==> config.mk <==
export PLATFORM = sky130hd
export DESIGN_NAME = lpl_div
export DESIGN_NICKNAME = d
export VERILOG_FILES = /design/src/sv/lookahead_peak_limiter_unit_assert.svh /design/src/sv/lpl_pkg.sv /design/src/sv/lpl_div.sv
export SDC_FILE = /design/constraint.sdc
export NUM_CORES = 1
export LEC_CHECK = 0
export BUFFER_PORTS_ARGS = -buffer_cell sky130_fd_sc_hd__buf_2
export CORE_AREA = 2 2 92 94
export DETAILED_ROUTE_END_ITERATION = 10
export DIE_AREA = 0 0 94 96
export GPL_TIMING_DRIVEN = 0
export MAX_ROUTING_LAYER = met4
export PLACE_DENSITY_LB_ADDON = 0.05
export SLEW_MARGIN = 20
export SYNTH_ARGS = -nofsm -noshare
export SYNTH_HDL_FRONTEND = slang
export SYNTH_SLANG_ARGS = --single-unit
==> constraint.sdc <==
create_clock -name clk -period 3.36 [get_ports clk]
set_clock_uncertainty 0.05 [all_clocks]
set_input_delay 0 -clock clk [delete_from_list [all_inputs] [get_ports clk]]
set_output_delay 0 -clock clk [all_outputs]
set_load 0.02 [all_outputs]
==> src/sv/lookahead_peak_limiter_unit_assert.svh <==
// ---------------------------------------------------------------------------
// lookahead_peak_limiter_unit_assert.svh
// Assertion macros for the peak limiter. They expect clk and rst_n in scope.
// ---------------------------------------------------------------------------
`ifndef LOOKAHEAD_PEAK_LIMITER_UNIT_ASSERT_SVH
`define LOOKAHEAD_PEAK_LIMITER_UNIT_ASSERT_SVH

// same-cycle implication
`define LPL_ASSERT_IMP(label, ante, cons) \
  label: assert property (@(posedge clk) disable iff (!rst_n) (ante) |-> (cons)) \
    else $error("lpl: same-cycle check failed");

// next-cycle implication
`define LPL_ASSERT_NXT(label, ante, cons) \
  label: assert property (@(posedge clk) disable iff (!rst_n) (ante) |=> (cons)) \
    else $error("lpl: next-cycle check failed");

`endif

==> src/sv/lpl_pkg.sv <==
// ---------------------------------------------------------------------------
// lpl_pkg
// Widths, constants and shared types of the lookahead peak limiter.
// ---------------------------------------------------------------------------
package lpl_pkg;

  localparam int SMP_W             = 24;   // Q1.23 sample / gain width
  localparam int FRAC              = 23;   // fraction bits
  localparam int LOOK_W            = 9;    // lookahead register width
  localparam int QUO_W             = FRAC; // target gain fraction bits
  localparam int MAX_LOOKAHEAD_DEF = 512;
  localparam int APB_DW            = 32;
  localparam int APB_AW            = 5;

  localparam logic [SMP_W-1:0] UNITY = 24'h800000;

  // register indexes (paddr[4:2])
  localparam logic [2:0] REG_CEILING = 3'd0;
  localparam logic [2:0] REG_LOOK    = 3'd1;
  localparam logic [2:0] REG_ATTACK  = 3'd2;
  localparam logic [2:0] REG_RELEASE = 3'd3;
  localparam logic [2:0] REG_BYPASS  = 3'd4;

  // request to the divider: dividend must be below divisor
  typedef struct packed {
    logic             start;
    logic [SMP_W-1:0] dividend;
    logic [SMP_W-1:0] divisor;
  } div_req_t;

endpackage

==> src/sv/lpl_div.sv <==
// ---------------------------------------------------------------------------
// lpl_div
// Radix-2 restoring fraction divider: floor(dividend * 2^23 / divisor),
// one quotient bit per cycle; the done flag is registered after the last bit.
// ---------------------------------------------------------------------------
module lpl_div
  import lpl_pkg::*;
(
  input  logic             clk,
  input  logic             rst_n,
  input  div_req_t         req,
  output logic             done,
  output logic [QUO_W-1:0] quotient
);

  localparam int CNT_W = $clog2(QUO_W);

  logic             busy_r;
  logic             done_r;
  logic [CNT_W-1:0] cnt_r;
  logic [SMP_W-1:0] rem_r;
  logic [SMP_W-1:0] dvs_r;
  logic [QUO_W-1:0] quo_r;

  logic [SMP_W:0]   rem_sh;
  logic             ge;
  logic             last;

  assign rem_sh = {rem_r, 1'b0};
  assign ge     = rem_sh >= {1'b0, dvs_r};
  assign last   = cnt_r == CNT_W'(QUO_W - 1);

  always_ff @(posedge clk) begin
    if (!rst_n) begin
      busy_r <= 1'b0;
      done_r <= 1'b0;
      cnt_r  <= '0;
    end else begin
      done_r <= busy_r && last;
      if (req.start) begin
        busy_r <= 1'b1;
        cnt_r  <= '0;
      end else if (busy_r) begin
        cnt_r <= cnt_r + 1'b1;
        if (last) begin
          busy_r <= 1'b0;
        end
      end
    end
  end

  always_ff @(posedge clk) begin
    if (req.start) begin
      rem_r <= req.dividend;
      dvs_r <= req.divisor;
      quo_r <= '0;
    end else if (busy_r) begin
      rem_r <= ge ? SMP_W'(rem_sh - {1'b0, dvs_r}) : rem_sh[SMP_W-1:0];
      quo_r <= {quo_r[QUO_W-2:0], ge};
    end
  end

  assign done     = done_r;
  assign quotient = quo_r;

endmodule

After elaboration in Yosys (flattened, before gate mapping)
Cells that the tools add are included.
{"block": "word_totals", "inputBits": 51, "word_cells": 20, "ff_bits": 78, "output_inout_bits": 24}
{"block": "op_classes", "magnitude_cmp": 1, "n_bitwise": 1, "n_eq_ne": 1, "n_addsub": 2, "muxes": 6, "n_reduce_logical": 3}
{"op": "$mux W24", "n": 3}
{"op": "$ge A25 B24 Y1", "n": 1}
{"op": "$sub A24 B24 Y24", "n": 1}
{"op": "$add A5 B1 Y5 const B", "n": 1}
{"op": "$eq A5 B5 Y1 const B", "n": 1}
{"op": "$mux W1", "n": 3}
{"op": "$reduce_bool A2 Y1", "n": 1}
{"op": "$reduce_or A2 Y1", "n": 1}
{"op": "$logic_and A1 B1 Y1", "n": 1}
{"op": "$not A1 Y1", "n": 1}

Longest topological paths before layout
{"block": "logic_depth", "ltp_word": 4, "mapped_depth": 13, "ltp_nobuf": 10}

Least setup slack after synthesis
Ideal clock, no wire load.
{"block": "synth_path", "path_kind": "reg-to-reg", "from": "reg rem_r[2]", "to": "reg rem_r[12], data pin", "synth_period_minus_slack_ns": 2.837, "arrival_ns": 2.527, "n_path_buf": 1, "stages_incl_launch_ff": 11, "setup_time_ns": 0.260, "path_slack_ns": 0.523, "required_ns": 3.050, "path_cell_list": "edfxtp_1 ha_1 nand3_1 o21bai_1 and3_4 o31a_1 o31ai_2 a21o_2 buf_8 mux2_1 mux2_2"}
{"block": "synth_via", "elab_chain_len": 4, "elab_cells_between_ends": 5, "classes_between": "add/sub: 1; order compare: 1; mux: 3"}
{"item": "start, declared", "line_no": "lpl_div.sv:21", "text": "logic [SMP_W-1:0] rem_r;"}
{"item": "start signal, assigned", "line_no": "lpl_div.sv:54", "text": "rem_r <= req.dividend;"}
{"item": "start signal, assigned", "line_no": "lpl_div.sv:58", "text": "rem_r <= ge ? SMP_W'(rem_sh - {1'b0, dvs_r}) : rem_sh[SMP_W-1:0];"}
{"item": "$sub A24 B24 Y24 / $ge A25 B24 Y1 (equally long branches)", "line_no": "lpl_div.sv:58, lpl_div.sv:30"}
{"item": "$mux W24 (*)", "line_no": "lpl_div.sv:58"}
{"item": "$mux W24 (*)", "line_no": "lpl_div.sv:57", "text": "end else if (busy_r) begin"}
{"item": "$mux W24 (*)", "line_no": "lpl_div.sv:53", "text": "if (req.start) begin"}
Mark *: on every way between the ends. The rest lies on a longest branch, timed or not. The select of a mux whose other input is x is not followed.
A chain may end at the register's enable or synchronous reset.

Worst setup path in the final report
{"block": "layout_path", "from": "reg rem_r[2]", "to": "reg rem_r[16], data pin"}
The elaborated chain is that of the path after synthesis.

==> out/qor.csv <==
metric;value;unit
status;finished clean;
synth cell count leaders;edfxtp_1, nor2_1, inv_1;
vias in the first global route;3522;
port bufs;74;
Worst Max-Slew Pin Slew;711.1;ps
CTS tree;built;
I/O pin cnt;75;
Peak VDD IR;0.0003149;V
final hold vios;0;
asr flop ratio synth;0;%
Tcrit/Tclk final;93.56;%
max-slew violations;0;
post-route minimum period;3144;ps
TritonCTS Sinks;78;
Clock transition at path regs;90;ps
Pre-antenna DRT Iters;4;
antenna fix cells;0;
main flop type after synthesis;edfxtp_1;
largest net degree at the start of global routing;26;
CTS max path bufs;2;
wire per inst;15.50;µm
global-route wire length before repair;16730;µm
Slew headroom;52.60;%
DRT antenna net count;0;
crit path capture type;flop;
most common cell in the netlist;edfxtp_1;
chip height;96;µm
Setup crit start kind;flop;
CP required;3420;ps
power density cells;612.8;mW/mm²
GRT Total Usage;25.14;%
GP Congestion;0.9016;
Max Clock Freq;0.3181;GHz
CP max FO;10;
Syn Inst Count;428;
maxcap violations;0;
Hold WC Path Type;in2reg;
DRC viols;0;
core footprint;0.008051;mm²
Synth Net Count;506;
Synth warnings;0;
Finished Cell Area;0.005720;mm²
routed vias;3615;
count of flip-flops with a built-in enable after synthesis;48;
Die Wd;94;µm
starting density of the core;55.77;%
largest area contributor in the netlist;edfxtp_1;
worst skew pair latency;360;ps
dpl hpwl;7168;µm
Placed Area;0.004992;mm²
GRT overflow;0;
sequential share of the synthesized area;45.47;%
leak pwr;0.002494;µW
Area Overhead vs Synth;27.39;%
synthesis-stage register bit count;78;
critical path class;reg2reg;
top post-synthesis cells by area;edfxtp_1, dfxtp_1, ha_1, mux2i_1, mux2_2;
clock buffer count from CTS;9;
initial antenna violation count;0;
Worst Path Arrival;3200;ps
CTS Root Cell;clkbuf_8;
final setup vio count;0;
# rows;33;
Reg2Reg Setup Slack;220;ps
H-tree lvl count;3;
Syn Area/Cell;10.49;µm²
WL final;10400;µm
Vias/cell;5.387;
DRT iter0 DRCs;187;
Post-CTS Setup Bufs;0;
Mapped Area;0.004491;mm²
unrepaired setup endpoints after global routing;no;
die area;0.009024;mm²
TNS Setup;0;ps
Synth cell types;60;
share of cells above drive strength 1;20.85;%
Synth top area share;32.10;%
Final #Nets;639;
per-stage QoR:
stage | utilization [%] | total power, µW | hold WS [ps] | instances | worst slack [ps]
CTS | 70.94 | 3508 | 34.88 | 671 | 159.4
global placement | 62.00 | 2614 | 126.1 | 607 | 195.6
finish | 71.05 | 3506 | 42.49 | 671 | 216.5
detailed placement | 62.00 | 2636 | 128.2 | 607 | 165.5
global route | 71.05 | 3732 | 37.86 | 671 | 0.4874
floorplan | - | 2328 | 48.87 | 428 | 523.5
power breakdown:
| part | leakage [µW] | switching (µW) | internal (µW) |
|---|---|---|---|
| logic | 0.00165 | 768 | 683 |
| registers | 0.000719 | 58.5 | 1170 |
| clock network | 0.000120 | 366 | 457 |
final timing paths:
kind | start | end | depth (start not counted)
worst max-delay path | rem_r[2] | rem_r[16] | 10
worst min-delay path | req[43] | rem_r[19] | 3
worst max register to register | rem_r[2] | rem_r[16] | 10
worst min register to register | quotient[22] | quotient[22] | 2
cell type report:
| cell class | instances | area (µm²) |
|---|---|---|
| Fill cell | 616 | 2331 |
| Clock inverter | 3 | 47.55 |
| Tap cell | 105 | 131.4 |
| Multi-Input combinational cell | 299 | 2235 |
| Buffer | 19 | 102.6 |
| Inverter | 32 | 120.1 |
| Timing Repair Buffer | 122 | 850.8 |
| Clock buffer | 13 | 191.4 |
| Sequential cell | 78 | 2042 |
critical path: stages (launching register included):
cell	delay [ps]
edfxtp_1	400
ha_1	380
nand3_1	130
o21bai_1	190
and3_4	170
o31a_1	350
o31ai_4	230
a21o_2	230
buf_8	160
mux2_1	340
mux2_2	260
metal layers:
layer	GRT usage (%)	wire length, µm	vias to the layer above
met5	-	0	-
met4	12.08	219	0
met3	4.150	501	17
met2	40.18	4913	94
met1	31.36	4767	1691
li1	-	-	1813
cells by family (layout without fill, tap and decap cells):
family	after synthesis	after routing	synth area share (%)
adders and majority gates	27	27	7.690
and+or+nand+nor	117	117	13.63
AOI/OAI and AO/OA	90	90	13.74
buffers and inverters	51	189	4.960
xor gates and xnor gates	20	20	3.901
muxes	45	45	10.62
DFF	78	78	45.47
sequential cells by signal, indices dropped and copies added, names as in the netlist:
name / flops
busy_r: 1
cnt_r: 5
done: 1
dvs_r: 24
quotient: 23
rem_r: 24
timing repair:
item,4_1_cts,5_1_grt
endpoints found under the hold margin,54,0
resized for setup,0,1
hold buffers,48,0
endpoints found under the setup margin,0,1
layout by cell type, fill, tap and decap left out, drive strengths merged, types with 24 or more instances in the layout:
| master | Yosys | routed |
|---|---|---|
| a21oi | 26 | 26 |
| buf | 7 | 81 |
| clkbuf | 12 | 25 |
| dfxtp | 30 | 30 |
| dlygate4sd3 | 0 | 48 |
| edfxtp | 48 | 48 |
| ha | 26 | 26 |
| inv | 32 | 32 |
| mux2i | 24 | 24 |
| nor2 | 38 | 38 |
No activity file was read; power rests on OpenSTA's default activity.
